**config.mk**
```make
export PLATFORM = sky130hd
export DESIGN_NAME = bbf_divider
export DESIGN_NICKNAME = d
export VERILOG_FILES = /design/src/bbf_pkg.sv /design/src/bbf_divider.sv
export SDC_FILE = /design/constraint.sdc
export NUM_CORES = 1
export LEC_CHECK = 0
export BUFFER_PORTS_ARGS = -buffer_cell sky130_fd_sc_hd__buf_2
export CORE_UTILIZATION = 26
export DETAILED_ROUTE_END_ITERATION = 16
export GPL_TIMING_DRIVEN = 0
export SETUP_SLACK_MARGIN = 0.15
export SYNTH_ARGS = -nofsm -noshare
export SYNTH_HDL_FRONTEND = slang
export SYNTH_SLANG_ARGS = --single-unit
```
**constraint.sdc**
```tcl
create_clock -name clk_i -period 5.15 [get_ports clk_i]
set_input_delay 0.7725 -clock clk_i [delete_from_list [all_inputs] [get_ports clk_i]]
set_output_delay 0.7725 -clock clk_i [all_outputs]
set_load 0.05 [all_outputs]
```
**src/bbf_pkg.sv**
```systemverilog
// ----------------------------------------------------------------------------
// Box blur frame filter package
// Shared widths, register indexes, command and window mode codes.
// ----------------------------------------------------------------------------
package bbf_pkg;

  localparam int COORD_W    = 8;
  localparam int RAD_W      = 6;
  localparam int COLOR_W    = 8;
  localparam int PIX_W      = 3 * COLOR_W;
  localparam int SUM_W      = 24;
  localparam int CNT_W      = 16;
  localparam int STEP_W     = 5;
  localparam int CFG_IDX_W  = 2;
  localparam int CFG_DATA_W = 8;
  localparam int MODE_W     = 2;

  typedef logic [COLOR_W-1:0] color_t;
  typedef logic [SUM_W-1:0]   sum_t;
  typedef logic [CNT_W-1:0]   cnt_t;

  localparam logic [CFG_IDX_W-1:0] CFG_FRAME_WIDTH  = 2'd0;
  localparam logic [CFG_IDX_W-1:0] CFG_FRAME_HEIGHT = 2'd1;
  localparam logic [CFG_IDX_W-1:0] CFG_BLUR_RADIUS  = 2'd2;
  localparam logic [CFG_IDX_W-1:0] CFG_WINDOW_MODE  = 2'd3;

  localparam logic [MODE_W-1:0] MODE_BOX   = 2'd0;
  localparam logic [MODE_W-1:0] MODE_HORIZ = 2'd1;
  localparam logic [MODE_W-1:0] MODE_VERT  = 2'd2;

  localparam logic CMD_WRITE = 1'b0;
  localparam logic CMD_READ  = 1'b1;

endpackage

```
**src/bbf_divider.sv**
```systemverilog
// ----------------------------------------------------------------------------
// Iterative divider
// Restoring divider producing one quotient bit per cycle.
// ----------------------------------------------------------------------------
module bbf_divider (
  input  logic                clk_i,
  input  logic                rst_ni,
  input  logic                start_i,
  input  bbf_pkg::sum_t       dividend_i,
  input  bbf_pkg::cnt_t       divisor_i,
  output logic                done_o,
  output bbf_pkg::color_t     quotient_o
);
  import bbf_pkg::*;

  logic              busy_q, busy_d;
  logic              done_q, done_d;
  logic [STEP_W-1:0] step_q, step_d;
  cnt_t              rem_q, rem_d;
  sum_t              quo_q, quo_d;
  cnt_t              dvs_q, dvs_d;
  logic [CNT_W:0]    rem_sh;
  logic [CNT_W:0]    dvs_ext;

  always_comb begin
    busy_d  = busy_q;
    done_d  = 1'b0;
    step_d  = step_q;
    rem_d   = rem_q;
    quo_d   = quo_q;
    dvs_d   = dvs_q;
    rem_sh  = {rem_q, quo_q[SUM_W-1]};
    dvs_ext = {1'b0, dvs_q};
    if (start_i) begin
      busy_d = 1'b1;
      step_d = '0;
      rem_d  = '0;
      quo_d  = dividend_i;
      dvs_d  = divisor_i;
    end else if (busy_q) begin
      if (rem_sh >= dvs_ext) begin
        rem_d = CNT_W'(rem_sh - dvs_ext);
        quo_d = {quo_q[SUM_W-2:0], 1'b1};
      end else begin
        rem_d = CNT_W'(rem_sh);
        quo_d = {quo_q[SUM_W-2:0], 1'b0};
      end
      step_d = step_q + 1'b1;
      if (step_q == STEP_W'(SUM_W - 1)) begin
        busy_d = 1'b0;
        done_d = 1'b1;
      end
    end
  end

  always_ff @(posedge clk_i or negedge rst_ni) begin
    if (!rst_ni) begin
      busy_q <= 1'b0;
      done_q <= 1'b0;
      step_q <= '0;
    end else begin
      busy_q <= busy_d;
      done_q <= done_d;
      step_q <= step_d;
    end
  end

  always_ff @(posedge clk_i) begin
    rem_q <= rem_d;
    quo_q <= quo_d;
    dvs_q <= dvs_d;
  end

  assign done_o     = done_q;
  assign quotient_o = quo_q[COLOR_W-1:0];

endmodule

```
# ---- Word level (Yosys, flattened, before mapping)
# Cells that the tools add are included.
dict set report word_totals {
  wordCells 23
  latch_bits 0
  ram_bits 0
  mem_bits_ro 0
  in_bits 43
  regBits 63
  out_inout_bits 9
  memories 0
}
dict set report classes {
  n_bitwise 0
  mul 0
  n_eq_ne 1
  add_sub_neg 2
  mux 12
  div_mod_pow 0
  magnitude_cmp 1
  n_shift 0
  reduce_logical 1
}
# op n
set ops {}
lappend ops {{$mux W24} 2}
lappend ops {{$ge A17 B16 Y1} 1}
lappend ops {{$mux W16} 1}
lappend ops {{$sub A16 B16 Y16} 1}
lappend ops {{$mux W5} 2}
lappend ops {{$mux W1} 7}
lappend ops {{$add A5 B1 Y5 const B} 1}
lappend ops {{$eq A5 B5 Y1 const B} 1}
lappend ops {{$reduce_bool A2 Y1} 1}

# ---- Longest topological paths before layout
dict set report depth {
  ltp_word 4
  ltp_mapped 10
  mapped_depth_nobuf 9
}

# ---- Worst setup path after synthesis
# OpenSTA, ideal clock, no wires.
dict set report synth_timing {
  path_type {input to register}
  from {input port start_i}
  to {register quo_q[0], enable pin}
  n_path_buf 2
  stages 3
  t_required_ps 4792
  t_arrival_ps 1779
  setup_slack_ps 3013
  path_cell_list {clkbuf_1 > clkbuf_1 > or2_2}
}
dict set report synth_between {
  elab_chain_len 1
}
# element line_no
set synth_rtl {}
lappend synth_rtl {{start: declaration} bbf_divider.sv:8} ;# input logic start_i,
lappend synth_rtl {{$reduce_bool A2 Y1 (no source line)} --}
lappend synth_rtl {{end signal: assignment} bbf_divider.sv:70} ;# quo_q <= quo_d;
lappend synth_rtl {{end: declaration} bbf_divider.sv:20} ;# sum_t quo_q, quo_d;
# Every way passes these cells.
# A chain may end at the register's enable or synchronous reset.

# ---- Worst setup path after layout
dict set report layout_timing {
  from {input port start_i}
  to {register quo_q[6], enable pin}
}
# The elaborated chain is that of the path after synthesis.

==> impl_metrics.py <==
metrics = {
    "die": {
        "die_x_microns": 120,
        "start_util": 0.269,
        "die_h_microns": 120,
        "row_count": 42,
        "ios": 52,
        "dieArea_sq_um": 14300,
        "core_area_sq_um": 13400,
    },
    "sta": {
        "fin_skew_ns": 0.00797,
        "fin_tns_setup_ns": 0,
        "final_max_slew_viol_count": 0,
        "fin_crit_sh": 0.514,
        "post-route-min-period_ns": 2.65,
        "maxSlewHeadroom": 0.596,
        "rsz0062_at_grt": "false",
        "fmax_ghz": 0.378,
        "finalHoldViolCount": 0,
        "setup_viol_count_final": 0,
        "worstMarginPinSlew_ns": 0.606,
    },
    "logic_synthesis": {
        "yosys_warnings": 0,
        "synth_cells": 343,
        "synth_top_area_cell": "edfxtp_1",
        "synthesis.nets": 404,
        "synth.distinct_cells": 52,
        "synth.area.top_cells": "edfxtp_1, dfxtp_1, mux2_2, ha_1, dfrtp_1",
        "synthDominantCellAreaShare": 0.333,
        "synth_seq_cells": 63,
        "synth_edf_count": 40,
        "yosysSeqAreaShare": 0.471,
        "synth_area_sq_um": 3600,
        "synth-main-ff-cell": "edfxtp_1",
        "syn_area_per_cell_sq_um": 10.5,
        "synthArstFlopShare": 0.111,
    },
    "layout": {
        "seq_area_sq_um": 1700,
        "area_growth_syn_to_layout_pct": 21.1,
        "fill_cells": 1366,
        "multi_input_area_sq_um": 1690,
        "diodes": 0,
        "drive_above_1_share": 0.276,
        "stdcell_area_sq_um": 4360,
        "finalNetCount": 466,
    },
    "drt": {
        "wirelength_mm": 7.87,
        "vias": 2691,
        "via_per_inst": 4.59,
        "drc": 0,
        "dr.pass1.iters": 4,
        "wire_per_inst_microns": 13.4,
        "drtIter0Drc": 147,
        "drtAntennaViolNets": 0,
    },
    "placement": {
        "placed_area_sq_um": 4080,
        "port-buffer-count": 51,
        "hpwl_mm": 5.71,
        "gp_congestion": 0.785,
    },
    "critical_path": {
        "crit_type": "input port to flip-flop",
        "required_ns": 5.12,
        "startpoint_type": "input port",
        "worst_setup_path_end_kind": "flip-flop",
        "crit_arrival_ns": 2.62,
        "crit_fanout": 24,
    },
    "clocking": {
        "numCtsBuffers": 9,
        "root_buffer": "clkbuf_16",
        "post_cts.repair.setup_buffers": 0,
        "cts.repair.resized": 0,
        "cts_tree": "done",
        "numClockSinks": 63,
        "cts_hold_buffers": 0,
        "cts.clk_slew.worst_paths_ns": 0.06,
        "clk_latency_ns": 0.34,
        "htreeDepth": 3,
        "cts_buffer_depth": 2,
    },
    "global_routing": {
        "first_global_vias": 2670,
        "grt-ovfl-total": 0,
        "antenna_found_initial": 0,
        "grt_usage": 0.117,
        "grt_pass1_wl_mm": 12.9,
        "grt_max_degree": 25,
    },
    "status": {
        "status": "finished clean",
    },
    "power_and_ir_drop": {
        "power.leakage_nw": 1.84,
        "p_comb_frac": 0.125,
        "power.share.clock": 0.434,
        "p_sw_frac": 0.250,
        "ir_drop_mv": 0.146,
        "switchingPower_mw": 0.333,
        "power.total_mw": 1.33,
        "power_density_nw_per_um2": 305,
        "power_frac_seq": 0.441,
        "internal_power_mw": 0.999,
    },
    "job": {
        "cap_violations": 0,
    },
    "hold_path": {
        "hp-class": "input port to asynchronous set/reset pin",
    },
}
-- power by group through the flow --
stage          Combinational (mW)  Sequential, mW  Clock, mW
2_1_floorplan               0.123           0.594          0
3_3_place_gp                0.164           0.597          0
3_5_place_dp                0.166           0.599          0
4_1_cts                     0.168           0.588      0.589
5_1_grt                     0.185           0.591      0.612
6_report                    0.166           0.588      0.578
-- flip-flops by register name, summed over array words and instances, names as in the netlist --
register,cells
step_q,5
dvs_q,16
busy_q,1
done_o,1
quo_q,24
rem_q,16
-- cell usage after synthesis (all sizes together) (6+ instances only) --
cell type / number
nand2b: 8
mux2: 23
nand2: 34
a21o: 10
a21oi: 20
o21ai: 8
dfxtp: 16
nor2: 33
buf: 13
xnor2: 9
o31ai: 6
a311oi: 10
clkbuf: 11
inv: 20
edfxtp: 40
dfrtp: 7
ha: 17
-- cells in the final DEF, fill, tap and decap left out, types with 5 or more instances in the layout --
cell type / instances
a21o_1: 10
a21oi_1: 20
a311oi_1: 6
buf_2: 53
buf_4: 9
clkbuf_1: 11
clkbuf_16: 9
dfrtp_1: 7
dfxtp_1: 16
edfxtp_1: 40
ha_1: 17
inv_1: 20
mux2_2: 23
nand2_1: 34
nand2b_1: 8
nand3_1: 5
nor2_1: 33
o21ai_0: 8
o31ai_1: 5
xnor2_1: 9
-- stage by stage --
stage	hold WS [ns]	utilization	setup WS, ns	std cells
detailed placement	0.504	0.304	2.06	570
global route	0.268	0.326	2.34	586
global placement	0.492	0.304	2.12	570
floorplan	0.470	-	3.01	343
CTS	0.257	0.326	2.43	586
finish	0.253	0.326	2.50	586
-- area by class of cell --
cell class | instances | area share
buffer | 24 | 0.0324
clock buffer | 11 | 0.0579
clock inverter | 5 | 0.00717
inverter | 20 | 0.0172
multi-input combinational | 236 | 0.388
sequential | 63 | 0.389
tap | 176 | 0.0505
timing repair buffer | 51 | 0.0585
-- metal layers --
metal,vias to the layer above,GRT usage,part of all wire
met1,1279,0.147,0.46
met4,0,0.0695,0.030
met2,40,0.186,0.48
li1,1356,-,-
met3,16,0.0242,0.022
met5,-,0,0
-- worst max-delay path, stage by stage --
cell      delay [ns]
buf_2           0.37
clkbuf_1        0.39
clkbuf_1        0.48
or2_2           0.59
-- final timing paths --
path                       startpoint        end  slack, ns  depth (start not counted)
setup / recovery              start_i   quo_q[6]       2.50                          4
hold / removal                 rst_ni     done_o       0.25                          1
setup reg to reg            quo_q[23]  rem_q[12]       2.62                          9
hold reg to reg              rem_q[2]   rem_q[3]       0.51                          2
max in group asynchronous      rst_ni  step_q[1]       4.74                          1
min in group clk_i           rem_q[2]   rem_q[3]       0.51                          2
-- logic make-up after synthesis --
group,share of synthesized area
AND/OR/NAND/NOR,0.139
AO/OA/AOI/OAI,0.157
flip-flops,0.471
buffers and inverters,0.0600
multiplexers,0.0774
adder cells (fa/ha/maj),0.0646
XOR/XNOR,0.0316
(Power assumes the default switching activity.)
